--- config.mk ---
export PLATFORM = sky130hd
export DESIGN_NAME = topological_sort_kahn
export DESIGN_NICKNAME = d
export VERILOG_FILES = /design/src/design/tsk_pkg.sv /design/src/design/tsk_queue.sv /design/src/design/topological_sort_kahn.sv
export SDC_FILE = /design/constraint.sdc
export NUM_CORES = 1
export LEC_CHECK = 0
export ABC_AREA = 0
export BUFFER_PORTS_ARGS = -buffer_cell sky130_fd_sc_hd__clkbuf_2
export CORE_ASPECT_RATIO = 1.75
export CORE_MARGIN = 2
export CORE_UTILIZATION = 45
export CTS_CLUSTER_DIAMETER = 120
export DETAILED_ROUTE_END_ITERATION = 8
export GPL_TIMING_DRIVEN = 0
export REMOVE_ABC_BUFFERS = 1
export SLEW_MARGIN = 20
export SYNTH_ARGS = -nofsm -noshare
export SYNTH_HDL_FRONTEND = slang
export SYNTH_SLANG_ARGS = --single-unit
--- constraint.sdc ---
create_clock -name clk -period 13.5 [get_ports clk]
set_input_delay 1.35 -clock clk [delete_from_list [all_inputs] [get_ports clk]]
set_output_delay 1.35 -clock clk [all_outputs]
set_load 0.05 [all_outputs]
--- src/design/tsk_pkg.sv ---
// Package with the types and constants of the topological sort block.
package tsk_pkg;

    // Number of rows of the adjacency matrix and entries of the ready queue.
    localparam int SPAN = 16;
    // Width of a vertex number and of a count that can hold SPAN itself.
    localparam int VW = 4;
    localparam int CW = 5;
    // Vertex count after reset.
    localparam logic [CW-1:0] VCOUNT_RESET = 5'd16;

    // Sequencer states, one-hot.
    typedef enum logic [4:0] {
        ST_LOAD = 5'b00001,
        ST_SCAN = 5'b00010,
        ST_POP  = 5'b00100,
        ST_REL  = 5'b01000,
        ST_DONE = 5'b10000
    } state_t;

    // Requests from the sequencer to the ready queue.
    typedef struct packed {
        logic          push;
        logic          pop;
        logic [VW-1:0] data;
    } q_ctrl_t;

    // Status of the ready queue.
    typedef struct packed {
        logic          empty;
        logic [VW-1:0] head;
    } q_stat_t;

endpackage

--- src/design/tsk_queue.sv ---
// Ready queue of the topological sort: a small FIFO of vertex numbers.
module tsk_queue (
    input  logic             clk,
    input  logic             rst_n,
    input  tsk_pkg::q_ctrl_t ctrl,
    output tsk_pkg::q_stat_t stat
);

    logic [tsk_pkg::VW-1:0] entry_reg [tsk_pkg::SPAN];
    logic [tsk_pkg::VW-1:0] head_reg;
    logic [tsk_pkg::VW-1:0] head_next;
    logic [tsk_pkg::VW-1:0] tail_reg;
    logic [tsk_pkg::VW-1:0] tail_next;
    logic [tsk_pkg::CW-1:0] count_reg;
    logic [tsk_pkg::CW-1:0] count_next;

    // Entries hold no meaning until written, so they carry no reset.
    always_ff @(posedge clk)
    begin
        if (ctrl.push)
        begin
            entry_reg[tail_reg] <= ctrl.data;
        end
    end

    always_comb
    begin
        head_next  = head_reg;
        tail_next  = tail_reg;
        count_next = count_reg;
        if (ctrl.push)
        begin
            tail_next = tail_reg + 1'b1;
        end
        if (ctrl.pop)
        begin
            head_next = head_reg + 1'b1;
        end
        if (ctrl.push && !ctrl.pop)
        begin
            count_next = count_reg + 1'b1;
        end
        else if (ctrl.pop && !ctrl.push)
        begin
            count_next = count_reg - 1'b1;
        end
    end

    always_ff @(posedge clk or negedge rst_n)
    begin
        if (!rst_n)
        begin
            head_reg  <= '0;
            tail_reg  <= '0;
            count_reg <= '0;
        end
        else
        begin
            head_reg  <= head_next;
            tail_reg  <= tail_next;
            count_reg <= count_next;
        end
    end

    assign stat.empty = (count_reg == '0);
    assign stat.head  = entry_reg[head_reg];

endmodule

--- src/design/topological_sort_kahn.sv ---
// Top level of the topological sort block: edge loading and Kahn's sort sequencer.
//
//  Channel  Dir  Beat contents
//  -------  ---  -------------------------------------------------------------
//  s_*      in   tdata: edge_to, edge_from; tuser: has_edge; tlast: last_item
//  m_*      out  tdata: vertex; tuser: vertex_valid, cycle_found; tlast: last
//  cfg_*    in   cfg_wdata: vertex_count, written when cfg_we is high
//
// Edge beats are taken one per cycle. The beat marked tlast starts the sort,
// and s_tready stays low until the sort has finished: the initial scan over
// n indices, then a pop and a pass over n indices for every vertex taken from
// the ready queue, a step to find the queue empty and the close, which first
// sends any held vertex when a cycle is reported, where n is the clamped
// vertex count; a result beat held on m_tready adds its wait. Every pass goes
// through the one in-degree decrement and zero test, one index per cycle.
// The result register lets the sequencer run on while one beat waits on
// m_tready; it stalls only when a second result is due.
// Reset (rst_n, asynchronous, active low) clears the matrix, the in-degree
// counters and all control state; the matrix and counters are also cleared in
// the closing cycle of every sort.
module topological_sort_kahn #(
    parameter int MAX_VERTICES = 16
) (
    input  logic        clk,
    input  logic        rst_n,
    // Input beats.
    input  logic        s_tvalid,
    output logic        s_tready,
    input  logic [7:0]  s_tdata,   // [3:0] edge_to, [7:4] edge_from
    input  logic [0:0]  s_tuser,   // [0] has_edge
    input  logic        s_tlast,
    // Result beats.
    output logic        m_tvalid,
    input  logic        m_tready,
    output logic [7:0]  m_tdata,   // [3:0] vertex, [7:4] zero
    output logic [1:0]  m_tuser,   // [0] vertex_valid, [1] cycle_found
    output logic        m_tlast,
    // Vertex count register.
    input  logic        cfg_we,
    input  logic [4:0]  cfg_wdata
);

    localparam int VW = tsk_pkg::VW;
    localparam int CW = tsk_pkg::CW;
    localparam int SPAN = tsk_pkg::SPAN;
    // Highest number of vertices that the matrix can take part in the sort.
    localparam int LIMIT = (MAX_VERTICES < SPAN) ? MAX_VERTICES : SPAN;
    localparam logic [CW-1:0] LIMIT_V = CW'(LIMIT);

    tsk_pkg::state_t  state_reg;
    tsk_pkg::state_t  state_next;
    tsk_pkg::q_ctrl_t q_ctrl;
    tsk_pkg::q_stat_t q_stat;

    logic [SPAN-1:0] adj_reg   [SPAN];
    logic [CW-1:0]   indeg_reg [SPAN];

    logic [CW-1:0] vcount_reg;
    logic [VW-1:0] idx_reg;
    logic [VW-1:0] idx_next;
    logic [CW-1:0] emitted_reg;
    logic [CW-1:0] emitted_next;
    logic          hold_valid_reg;
    logic          hold_valid_next;
    logic [VW-1:0] hold_v_reg;
    logic [VW-1:0] hold_v_next;

    logic          out_valid_reg;
    logic [VW-1:0] out_vertex_reg;
    logic          out_vvalid_reg;
    logic          out_cycle_reg;
    logic          out_last_reg;

    logic [VW-1:0] edge_to;
    logic [VW-1:0] edge_from;
    logic          load_fire;
    logic          edge_ok;
    logic          new_edge;
    logic [VW-1:0] row_addr;
    logic [SPAN-1:0] row_val;
    logic [VW-1:0] deg_addr;
    logic [CW-1:0] deg_val;
    logic [CW-1:0] n_eff;
    logic [VW-1:0] n_m1;
    logic          idx_end;
    logic          out_free;

    // Sequencer commands.
    logic          adj_set;
    logic          deg_wr;
    logic [CW-1:0] deg_wdata;
    logic          clear_all;
    logic          out_load;
    logic [VW-1:0] out_vertex_new;
    logic          out_vvalid_new;
    logic          out_cycle_new;
    logic          out_last_new;

    assign edge_to   = s_tdata[3:0];
    assign edge_from = s_tdata[7:4];
    assign s_tready  = (state_reg == tsk_pkg::ST_LOAD);
    assign load_fire = s_tvalid && s_tready;

    // Edges that name a vertex beyond the matrix are dropped.
    assign edge_ok = s_tuser[0] && ({1'b0, edge_from} < LIMIT_V)
                     && ({1'b0, edge_to} < LIMIT_V);

    // One matrix row and one in-degree counter are read per cycle; the address
    // comes from the beat while loading and from the sequencer while sorting.
    assign row_addr = s_tready ? edge_from : hold_v_reg;
    assign row_val  = adj_reg[row_addr];
    assign deg_addr = s_tready ? edge_to : idx_reg;
    assign deg_val  = indeg_reg[deg_addr];
    assign new_edge = edge_ok && !row_val[edge_to];

    // A vertex count of zero is taken as one, and counts above the matrix size
    // are lowered to it.
    always_comb
    begin
        if (vcount_reg == '0)
        begin
            n_eff = CW'(1);
        end
        else if (vcount_reg > LIMIT_V)
        begin
            n_eff = LIMIT_V;
        end
        else
        begin
            n_eff = vcount_reg;
        end
    end

    assign n_m1     = VW'(n_eff - CW'(1));
    assign idx_end  = (idx_reg == n_m1);
    assign out_free = !out_valid_reg || m_tready;

    // Sequencer. The vertex most recently taken from the queue is held back
    // until it is known whether it is the final result of the sort.
    always_comb
    begin
        state_next      = state_reg;
        idx_next        = idx_reg;
        emitted_next    = emitted_reg;
        hold_valid_next = hold_valid_reg;
        hold_v_next     = hold_v_reg;
        q_ctrl          = '0;
        q_ctrl.data     = idx_reg;
        adj_set         = 1'b0;
        deg_wr          = 1'b0;
        deg_wdata       = deg_val;
        clear_all       = 1'b0;
        out_load        = 1'b0;
        out_vertex_new  = hold_v_reg;
        out_vvalid_new  = 1'b1;
        out_cycle_new   = 1'b0;
        out_last_new    = 1'b0;

        case (state_reg)
            tsk_pkg::ST_LOAD:
            begin
                if (load_fire)
                begin
                    if (new_edge)
                    begin
                        adj_set   = 1'b1;
                        deg_wr    = 1'b1;
                        deg_wdata = CW'(deg_val + CW'(1));
                    end
                    if (s_tlast)
                    begin
                        state_next      = tsk_pkg::ST_SCAN;
                        idx_next        = '0;
                        emitted_next    = '0;
                        hold_valid_next = 1'b0;
                    end
                end
            end

            // Queue every vertex that starts with no predecessor, in index order.
            tsk_pkg::ST_SCAN:
            begin
                q_ctrl.push = (deg_val == '0);
                idx_next    = idx_reg + 1'b1;
                if (idx_end)
                begin
                    state_next = tsk_pkg::ST_POP;
                end
            end

            tsk_pkg::ST_POP:
            begin
                if (q_stat.empty)
                begin
                    state_next = tsk_pkg::ST_DONE;
                end
                else if (!hold_valid_reg || out_free)
                begin
                    out_load        = hold_valid_reg;
                    q_ctrl.pop      = 1'b1;
                    hold_v_next     = q_stat.head;
                    hold_valid_next = 1'b1;
                    emitted_next    = emitted_reg + 1'b1;
                    idx_next        = '0;
                    state_next      = tsk_pkg::ST_REL;
                end
            end

            // Remove the held vertex: lower each successor and queue the ones
            // that reach zero.
            tsk_pkg::ST_REL:
            begin
                if (row_val[idx_reg] && (deg_val != '0))
                begin
                    deg_wr      = 1'b1;
                    deg_wdata   = deg_val - 1'b1;
                    q_ctrl.push = (deg_val == CW'(1));
                end
                idx_next = idx_reg + 1'b1;
                if (idx_end)
                begin
                    state_next = tsk_pkg::ST_POP;
                end
            end

            tsk_pkg::ST_DONE:
            begin
                if (out_free)
                begin
                    out_load = 1'b1;
                    if (emitted_reg == n_eff)
                    begin
                        out_last_new    = 1'b1;
                        hold_valid_next = 1'b0;
                        clear_all       = 1'b1;
                        state_next      = tsk_pkg::ST_LOAD;
                    end
                    else if (hold_valid_reg)
                    begin
                        hold_valid_next = 1'b0;
                    end
                    else
                    begin
                        // Some vertices were never freed: report the cycle.
                        out_vertex_new = '0;
                        out_vvalid_new = 1'b0;
                        out_cycle_new  = 1'b1;
                        out_last_new   = 1'b1;
                        clear_all      = 1'b1;
                        state_next     = tsk_pkg::ST_LOAD;
                    end
                end
            end

            default:
            begin
                state_next = tsk_pkg::ST_LOAD;
            end
        endcase
    end

    tsk_queue u_queue (
        .clk   (clk),
        .rst_n (rst_n),
        .ctrl  (q_ctrl),
        .stat  (q_stat)
    );

    // Adjacency matrix and in-degree counters.
    always_ff @(posedge clk or negedge rst_n)
    begin
        if (!rst_n)
        begin
            for (int r = 0; r < SPAN; r++)
            begin
                adj_reg[r]   <= '0;
                indeg_reg[r] <= '0;
            end
        end
        else if (clear_all)
        begin
            for (int r = 0; r < SPAN; r++)
            begin
                adj_reg[r]   <= '0;
                indeg_reg[r] <= '0;
            end
        end
        else
        begin
            if (adj_set)
            begin
                adj_reg[edge_from][edge_to] <= 1'b1;
            end
            if (deg_wr)
            begin
                indeg_reg[deg_addr] <= deg_wdata;
            end
        end
    end

    // Control registers.
    always_ff @(posedge clk or negedge rst_n)
    begin
        if (!rst_n)
        begin
            state_reg      <= tsk_pkg::ST_LOAD;
            vcount_reg     <= tsk_pkg::VCOUNT_RESET;
            idx_reg        <= '0;
            emitted_reg    <= '0;
            hold_valid_reg <= 1'b0;
            out_valid_reg  <= 1'b0;
        end
        else
        begin
            state_reg      <= state_next;
            idx_reg        <= idx_next;
            emitted_reg    <= emitted_next;
            hold_valid_reg <= hold_valid_next;
            if (cfg_we)
            begin
                vcount_reg <= cfg_wdata;
            end
            if (out_load)
            begin
                out_valid_reg <= 1'b1;
            end
            else if (m_tready)
            begin
                out_valid_reg <= 1'b0;
            end
        end
    end

    // Payload registers.
    always_ff @(posedge clk)
    begin
        hold_v_reg <= hold_v_next;
        if (out_load)
        begin
            out_vertex_reg <= out_vertex_new;
            out_vvalid_reg <= out_vvalid_new;
            out_cycle_reg  <= out_cycle_new;
            out_last_reg   <= out_last_new;
        end
    end

    assign m_tvalid = out_valid_reg;
    assign m_tdata  = {4'b0000, out_vertex_reg};
    assign m_tuser  = {out_cycle_reg, out_vvalid_reg};
    assign m_tlast  = out_last_reg;

endmodule

Word level (Yosys, flattened, before mapping)
Memory sizes are Yosys's and may differ from the RTL's. A register that Yosys moved wholly into a read port is not among the register bits.
Cells that the tools add are included.
{"block": "word_totals", "register_bits": 377, "elab_cells": 203, "input_bits": 20, "out_inout_bits": 13, "mem_bits_rw": 64, "memories": 1}
{"block": "op_classes", "mux": 83, "reduce_logical": 33, "n_addsub": 9, "eq_ne": 16, "n_bitwise": 7, "magnitude_cmp": 9}
{"name": "u_queue.entry_reg", "depth": 16, "width": 4, "rd": 1, "rd_clocked_by_memory_dff": 1, "wr": 1, "line": "tsk_queue.sv:9", "rtl": "logic [tsk_pkg::VW-1:0] entry_reg [tsk_pkg::SPAN];"}
{"operator": "two-way mux 256 bit", "count": 2}
{"operator": "bitwise OR 256 bit", "count": 1}
{"operator": "two-way mux 80 bit", "count": 2}
{"operator": "two-way mux 5 bit", "count": 22}
{"operator": "bitwise mux 80 bit", "count": 1}
{"operator": "binary-select mux 16 bit (select 4 bit)", "count": 1}
{"operator": "demux 16 bit (select 4 bit)", "count": 1}
{"operator": "two-way mux 16 bit", "count": 3}
{"operator": "two-way mux 4 bit", "count": 10}
{"operator": "two-way mux 1 bit", "count": 28}
{"operator": "binary-select mux 5 bit (select 4 bit)", "count": 1}
{"operator": "demux 5 bit (select 4 bit)", "count": 1}
{"operator": "case mux 5 bit (2 select lines)", "count": 2}
{"operator": "case mux 5 bit (4 select lines)", "count": 1}
{"operator": "adder 5 x 1 -> 5 bit, second input constant", "count": 3}
{"operator": "greater-or-equal comparator 5 bit, second input constant", "count": 3}
{"operator": "logical NOT 5 bit", "count": 3}
{"operator": "NOT 4 -> 5 bit", "count": 3}
{"operator": "adder 4 x 1 -> 4 bit, second input constant", "count": 3}
{"operator": "case mux 4 bit (3 select lines)", "count": 1}
{"operator": "AND reduction 6 bit", "count": 2}
{"operator": "== test 5 x 1 -> 1 bit, second input constant", "count": 2}
{"operator": "less-than comparator 4 x 5 -> 1 bit, second input constant", "count": 2}
{"operator": "less-than comparator 5 x 1 -> 1 bit, second input constant", "count": 2}
{"operator": "28 further kinds", "count": 57}

Longest topological paths before layout
Gate-level depths: netlist of run 1.
{"block": "depth", "depth_word": 16, "ltp_mapped": 25, "mapped_depth_nobuf": 21}

Hierarchy
A second synthesis of run 1 with hierarchy kept.
{"block": "unflattened", "hier_cells": 2341, "area_unflattened_um2": 23812.8}
{"mod": "topological_sort_kahn", "cells_each": 2138, "seq_area_each_um2": 9266.4, "area_each_um2": 20492.2, "instances": 1}
{"mod": "tsk_queue", "cells_each": 203, "seq_area_each_um2": 2247.2, "area_each_um2": 3320.7, "instances": 1}

Least setup slack after synthesis of run 1
No wires, ideal clock.
{"block": "synth_path", "kind": "in2reg", "start": "in s_tdata[4]", "end": "reg u_queue.count_reg[4] (netlist name)", "stages": 21, "n_path_buf": 3, "required_time_ps": 13375, "setup_time_ps": 125, "t_arrival_ps": 5442, "setup_slack_ps": 7933, "path_cell_list": "and3_1 > buf_2 > nor2_2 > buf_2 > mux2_2 > o221ai_1 > o221ai_1 > o311ai_0 > a211o_1 > a21bo_2 > a41o_1 > and2_1 > clkbuf_1 > ha_1 > inv_1 > ha_1 > a21o_1 > a21oi_1 > xnor2_1 > nor2_1 > xor2_1"}
{"item": "from (decl)", "line": "topological_sort_kahn.sv:29", "rtl": "input logic [7:0] s_tdata,"}
{"item": "to (signal assigned)", "line": "tsk_queue.sv:61", "rtl": "count_reg <= count_next;"}
{"item": "to (decl)", "line": "tsk_queue.sv:14", "rtl": "logic [tsk_pkg::CW-1:0] count_reg;"}

Worst setup path after layout of run 1
{"block": "layout_path", "start": "reg state_reg[2]", "end": "reg u_queue.count_reg[4] (netlist name)"}
{"block": "layout_between", "elab_chain_cells": 14, "elab_cells_between_ends": 29, "cone_classes": "5 x eq/ne; 14 x mux; 2 x bitwise; 8 x reduce/logical"}
{"item": "from (decl)", "line": "topological_sort_kahn.sv:50", "rtl": "tsk_pkg::state_t state_reg;"}
{"item": "from (signal assigned)", "line": "topological_sort_kahn.sv:306", "rtl": "state_reg <= tsk_pkg::ST_LOAD;"}
{"item": "from (signal assigned)", "line": "topological_sort_kahn.sv:315", "rtl": "state_reg <= state_next;"}
{"item": "== test 5 x 1 -> 1 bit", "line": "topological_sort_kahn.sv:101", "rtl": "assign s_tready = (state_reg == tsk_pkg::ST_LOAD);"}
{"item": "two-way mux 4 bit", "line": "topological_sort_kahn.sv:110", "rtl": "assign row_addr = s_tready ? edge_from : hold_v_reg;"}
{"item": "NOT 4 -> 5 bit (implied by the code)", "line": "topological_sort_kahn.sv:111", "rtl": "assign row_val = adj_reg[row_addr];"}
{"item": "binary-select mux 16 bit (select 4 bit)", "line": "topological_sort_kahn.sv:111"}
{"item": "two-way mux 16 bit (implied by the code) (2 in series)", "line": "topological_sort_kahn.sv:111"}
{"item": "binary-select mux 1 bit (select 4 bit)", "line": "topological_sort_kahn.sv:213", "rtl": "if (row_val[idx_reg] && (deg_val != '0))"}
{"item": "two-way mux 1 bit (implied by the code)", "line": "topological_sort_kahn.sv:213"}
{"item": "logical AND 1 bit", "line": "topological_sort_kahn.sv:213"}
{"item": "two-way mux 1 bit", "line": "topological_sort_kahn.sv:213"}
{"item": "case mux 1 bit (2 select lines)", "line": "topological_sort_kahn.sv:159", "rtl": "case (state_reg)"}
{"item": "logical NOT 1 bit", "line": "tsk_queue.sv:43", "rtl": "else if (ctrl.pop && !ctrl.push)"}
{"item": "logical AND 1 bit", "line": "tsk_queue.sv:43"}
{"item": "nonzero test 2 bit (no source line)"}
Parallel ways exist; a longest one is shown, timed or not. The select of a mux whose other input is x is not followed.
A chain may end at the register's enable or synchronous reset.

==> results of run 1 <==
## final cells by class
| cell class | count | share of cell area (%) |
|---|---|---|
| Timing Repair Buffer | 67 | 3.17 |
| Multi-Input combinational cell | 1661 | 42.5 |
| Clock inverter | 18 | 0.915 |
| Inverter | 24 | 0.386 |
| Clock buffer | 60 | 4.77 |
| Sequential cell | 445 | 45.0 |
| Tap cell | 666 | 3.26 |
## worst max-delay path: stages, from the launching register on
cell and delay (ns):
dfrtp_1 0.47, nor2_4 0.81, nand2_4 0.67, clkinv_2 0.96, mux2i_4 0.81, mux4_2 0.63
nand2_1 0.09, nand4_1 0.27, inv_1 0.17, ha_1 0.33, nand3_1 0.11, nor3_1 0.47
a41o_1 0.30, and2_1 0.58, ha_1 0.30, inv_1 0.11, fa_1 0.41, a21o_1 0.18
a21oi_1 0.18, xnor2_1 0.13, nor2_1 0.06, xor2_1 0.15
## cell usage after synthesis, types with 18 or more instances
master	number	area (sq um)
dfrtp_1	368	9210
nor2_1	350	1310
a21oi_1	201	1010
o21a_1	127	953
clkbuf_1	115	432
o21ai_0	108	541
nand2_1	106	398
edfxtp_1	75	2250
nand3_1	69	345
a22o_1	57	499
and3_1	55	344
mux2i_1	41	410
nor3_1	39	195
a211oi_1	35	263
buf_2	35	175
mux4_2	32	721
nor2b_1	26	163
inv_1	22	82.6
mux2_2	22	248
a31oi_1	21	131
a32o_1	20	200
a22oi_1	18	135
## power by group through the flow
stage / logic [W] / clock network [W] / registers [W]
after floorplan: 0.000959 / 0 / 0.00159
after global placement: 0.00152 / 0 / 0.00164
after detailed placement: 0.00163 / 0 / 0.00164
after CTS: 0.00164 / 0.00129 / 0.00162
after global routing: 0.00178 / 0.00134 / 0.00163
final: 0.00169 / 0.00128 / 0.00162
## cells by family (layout without fill, tap and decap cells)
kind of cell	after synthesis	in the layout	share of synthesized area [%]
flops	445	445	50.1
xor+xnor	23	23	0.876
mux	97	97	6.11
other cells	1	4	0.0163
simple gates	760	760	15.8
buf+inv	200	169	3.64
compound gates	761	761	22.5
fa+ha+maj	16	16	0.903
## layer usage
metal	vias up	wire length (um)
li1	8391	-
met1	9867	29800
met2	1170	38700
met3	365	7700
met4	4	6580
met5	-	21
## worst max path at each step
stage            startpoint                    to  cells after the start
3_3_place_gp       m_tready         indeg_reg[38]                      7
3_5_place_dp     s_tdata[5]  u_queue.count_reg[4]                     20
4_1_cts        state_reg[2]  u_queue.count_reg[4]                     21
5_1_grt        state_reg[2]  u_queue.count_reg[4]                     21
6_report       state_reg[2]  u_queue.count_reg[4]                     21
2_1_floorplan      m_tready         indeg_reg[13]                      6
## through the flow
step                      TNS (ns)  hold slack (ns)
final                            0            0.473
after global routing             0            0.499
after CTS                        0            0.480
after detailed placement         0            0.468
after global placement     -173.05            0.461
after floorplan                  0            0.443
==> metrics.md, run 1 <==
| Metric | Value |
|---|---|
| Sw power | around 0.0018 W |
| Clock share of power | 27.8% |
| Synth Register Bits | around 450 |
| Sequential power share | between 30% and 40% |
| Port bufs | 28 |
| Initial cell density of the core | between 40% and 50% |
| Vias | ~20k |
| Avg Inst Size Synth | around 10 sq um |
| Critical Path RT | about 14 ns |
| Total GRT Usage | 31.3% |
| DP Worst Slack | between 5 and 6 ns |
| Hold Buf Count CTS | 0 |
| Htree depth | 2 |
| Share of post-route cells with drive strength above 1 | between 10% and 20% |
| Max-slew headroom | between 10% and 20% |
| Post-DP HPWL | approximately 54 mm |
| RSZ-0062 raised after global routing | no |
| I/O pins | 33 |
| Core Box Area | 50500 sq um |
| EDFF count, synth | 75 |
| Crit path launch type | register |
| Total chip power | 0.00459 W |
| Hold WC Path Type | reg2reg |
| Max frequency | between 0.1 and 0.15 GHz |
| WS Path Type | reg2reg |
| Outcome | complete, no violations |
| # diodes | 0 |
| Worst-Margin Slew | roughly 1.2 ns |
| Crit-path max FO | 52 |
| Placed cells | about 2.9k |
| DR iter-0 viols | about 2.2k |
| Hold_sp | u_queue.count_reg[4] |
| Commonest non-fill, non-tap cell in the layout | dfrtp_1 |
| M3 GR Usage | 6.57% |
| Placed cell area | about 24000 sq um |
| R2R cell count | 21 |
| Worst-case vdd ir drop | around 0.079 mV |
| Final cell count without fillers | slightly below 3k |
| Met1 GRT Util | 37.5% |
| RePlAce Congestion | 0.998 |
| Final Net Count | between 2k and 2.5k |
| Leakage | between 10 and 15 nW |
| Ys flop type | dfrtp_1 |
| Hold Path Sink | u_queue.count_reg[4] |
| Setup repair bufs after CTS | 0 |
| DRC Markers | 0 |
| Finished Cell Area | between 20000 and 30000 sq um |
| Final min period | approximately 8.4 ns |
| CTS max path bufs | 3 |
| CTS tree | yes |
| Total CTS buffers | 43 |
| Worst Setup Slack, final | slightly above 5 ns |
| Worst skew pair latency | around 0.57 ns |
| Power per standard cell area | ~180 nW/um^2 |
| # setup viols final | 0 |
| Internal power | between 0.002 and 0.003 W |
| Die X | roughly 170 um |
| Final Cycle Share | between 60% and 70% |
| Die Y | 303 um |
| Initial antenna violation count | 3 |
| Largest register FFs | about 260 |
| First-pass GRT wire length | ~130 mm |
| Post-DR wirelength/cell | approximately 28 um |
| Arr. time, crit path | about 9 ns |
| Async SR Flop Fraction | between 80% and 90% |
| DR vias/cell | roughly 6.7 |
| Max-slew violation count | 0 |
| Netlist cell types | 98 |
| Synth Warn # | 0 |
| Final Skew | roughly 0.016 ns |
| Std cell rows | 109 |
| Most frequent cells in the layout | 365 x dfrtp_1, 347 x nor2_1, 199 x a21oi_1 |
| Fill cells | about 4.6k |
| Vias in the first global route | approximately 20k |
| Finished Core Util | ~51% |
| Die Footprint | 53000 sq um |
| # clock sinks | approximately 450 |
| Top Usage Layer GRT | met2 |
| Routing usage on met2 | approximately 51% |
| First drt pass iteration count | 5 |
| Worst-path clk slew | about 0.07 ns |
| Reg area | 11500 sq um |
| Maximum capacitance violations | 0 |
| Area delta synth->final | 11.3% |
| R2r setup slk | ~5.1 ns |
| Synthesized instance count | ~2.3k |
| CTS resizes | 0 |
| Hold Crit Depth | 1 |
| Post-DRT Antenna Nets | 0 |
| Post-synthesis sequential area ratio | roughly 50% |
| Sw frac | ~40% |
| Multi-input gate area | between 10000 and 15000 sq um |
| Mapped Area | ~23000 sq um |
| CP Capture Type | register |
| Total routed wirelength | 82.7 mm |
| Reg-to-Reg Start | state_reg[2] |
| Logic gate share of total power | between 30% and 40% |
| Gr ovfl total | 0 |
| Largest net degree at the start of global routing | 100 |
| Clock tree root buffer cell | clkbuf_16 |
| Reg2reg end | u_queue.count_reg[4] |
| Fin. Hold Viols | 0 |
Note: power is estimated with default switching activity, not from simulation.
==> run 2, diff against run 1 <==
==> constraint.sdc (replaced) <==
create_clock -name clk -period 7.4 [get_ports clk]
set_input_delay 0.74 -clock clk [delete_from_list [all_inputs] [get_ports clk]]
set_output_delay 0.74 -clock clk [all_outputs]
set_load 0.05 [all_outputs]
==> run 2 against run 1 <==
  * Total power rose by 85%
  * Clock skew increased by 0.0051 ns
  * Via count up 0.21%
  * Sequential share of layout area fell by 0.20 points
  * Cell count grew 0.34%
==> metrics.md, run 2 (synthesis gave the netlist of run 1 again) <==
| Metric | Value |
|---|---|
| Hold WC Path Type | in2async |
| R2r setup slk | about 0.43 ns |
| Sw power | around 0.0034 W |
| Max-slew headroom | a little over 20% |
| DRC Markers | 0 |
| CP Depth | 13 |
| Worst-path clk slew | about 0.07 ns |
| WS Path Type | reg2reg |
| Placed cell area | between 20000 and 25000 sq um |
| Setup_tns | 0 ns |
| Outcome | complete, no violations |
| Post-DP HPWL | between 50 and 60 mm |
| # setup viols final | 0 |
| R2R cell count | 13 |
| Final min period | ~7 ns |
| Max-slew violation count | 0 |
| Share of post-route cells with drive strength above 1 | between 10 and 15% |
| Htree depth | 2 |
| Die Y | 303 um |
| Worst-Margin Slew | around 1.2 ns |
| Largest register FFs | about 260 |
| Worst-case vdd ir drop | approximately 0.16 mV |
| CTS tree | yes |
| Gr ovfl total | 0 |
| I/O pins | 33 |
| Max frequency | 0.143 GHz |
| Setup crit end | adj_reg[141] |
| Std cell rows | approximately 110 |
| DP Worst Slack | -0.800 ns |
| Slowest stage delay, CP | about 0.87 ns |
| Critical Path RT | around 8 ns |
| Final Net Count | 2287 |
| Initial antenna violation count | 2 |
| Initial cell density of the core | roughly 46% |
| Total routed wirelength | 83.8 mm |
| Clock tree root buffer cell | clkbuf_16 |
| Hold Buf Count CTS | 0 |
| Commonest non-fill, non-tap cell in the layout | dfrtp_1 |
| # clock sinks | 445 |
| CP Capture Type | register |
| Arr. time, crit path | about 7.5 ns |
| RSZ-0062 raised after global routing | no |
| Worst Setup Slack, final | 0.427 ns |
| Slowest CP cell | nand4_2 |
| Vias in the first global route | between 15k and 20k |
| Reg2reg end | adj_reg[141] |
| Vias | 19.8k |
| Port bufs | 28 |
| WHS | between 0.1 and 0.15 ns |
| Area delta synth->final | 11.8% |
| Power per standard cell area | 331 nW/um^2 |
| Total CTS buffers | 43 |
| Fin. Hold Viols | 0 |
| Final Skew | roughly 0.021 ns |
| First drt pass iteration count | 6 |
| Reg-to-Reg Start | state_reg[0] |
| RePlAce Congestion | between 0.9 and 1 |
| Total GRT Usage | 31.5% |
| Crit path launch type | register |
| Crit-path cells | or3b_2 -> o21ai_4 -> nand2_4 -> buf_12 -> a211oi_1 -> o32ai_1 -> a211oi_1 -> a221o_1 -> o2111ai_1 -> nor2_2 -> nand4_2 -> or2_2 -> a21oi_1 |
| CP Buf/Inv Count | 1 |
| Worst skew pair latency | between 0.5 and 0.6 ns |
| Final Cycle Share | 94.2% |
| Clock share of power | around 28% |
| Core Box Area | a little over 50000 sq um |
| Delay-heaviest family, CP | simple AND/OR/NAND/NOR gates |
| Largest net degree at the start of global routing | 100 |
| Finished Core Util | 50.9% |
| Logic gate share of total power | 37.7% |
| Crit-path most repeated cell | a211oi_1 |
| Critical Path Start | state_reg[0] |
| Sw frac | between 40% and 50% |
| Finished Cell Area | 25700 sq um |
| Leakage | between 10 and 15 nW |
| Most frequent cells in the layout | 365 x dfrtp_1, 347 x nor2_1, 199 x a21oi_1 |
| DR iter-0 viols | roughly 2.3k |
| DR vias/cell | around 6.7 |
| Fill cells | between 4k and 5k |
| Sequential power share | a little over a third |
| Die X | roughly 170 um |
| CTS max path bufs | 3 |
| Post-DRT Antenna Nets | 0 |
| Internal power | 0.00505 W |
| Post-DR wirelength/cell | 28.4 um |
| Maximum capacitance violations | 0 |
| Crit-path max FO | 28 |
| Die Footprint | approximately 53000 sq um |
| First-pass GRT wire length | roughly 130 mm |
## run 2: cell count changes in the layout (fill, tap and decap cells not counted), sizes merged
cell,delta
diode,+1
nor2,+1
nand2,+1
buf,+7
## run 2: worst min path at each step
stage / end / startpoint / slack (ns) / cells past startpoint
final: adj_reg[109] / rst_n / 0.13 / 1
after global routing: adj_reg[32] / rst_n / 0.17 / 1
after CTS: adj_reg[109] / rst_n / 0.15 / 1
after detailed placement: u_queue.count_reg[4] / u_queue.count_reg[4] / 0.47 / 1
after global placement: u_queue.count_reg[4] / u_queue.count_reg[4] / 0.46 / 1
after floorplan: adj_reg[0] / rst_n / 0.44 / 0
## run 2: power by group through the flow
stage / sequential [W] / combinational [W] / clock [W]
after floorplan: 0.00291 / 0.00175 / 0
after global placement: 0.00299 / 0.00278 / 0
after detailed placement: 0.00299 / 0.00298 / 0
after CTS: 0.00295 / 0.00302 / 0.00236
after global routing: 0.00299 / 0.00334 / 0.00245
final: 0.00296 / 0.00320 / 0.00233
## run 2: cell type report
class	instances	area, sq um	share of cell area (%)
Multi-Input combinational cell	1663	10900	42.5
Tap cell	666	833	3.24
Sequential cell	445	11500	44.8
Clock inverter	18	234	0.911
Antenna cell	1	2.50	0.00974
Timing Repair Buffer	74	865	3.37
Clock buffer	60	1220	4.75
Inverter	24	110	0.429
## run 2: through the flow
step           total power (W)  std cells
2_1_floorplan          0.00466       2130
3_3_place_gp           0.00576       2824
3_5_place_dp           0.00597       2863
4_1_cts                0.00834       2945
5_1_grt                0.00878       2950
6_report               0.00849       2951
## run 2: what timing repair did
action	in CTS	in global routing
setup buffers	3	4
cloned	1	1
pin swaps	1	2
endpoints found under the setup margin	4	4
resized for setup	2	6
## run 2: per-layer routing
layer | GRT usage (%) | part of all wire (%) | vias up
met4 | 21.2 | 7.8 | 4
met3 | 6.39 | 9.3 | 363
li1 | - | - | 8421
met2 | 51.4 | 47 | 1155
met5 | 0 | 0.026 | -
met1 | 37.7 | 36 | 9896
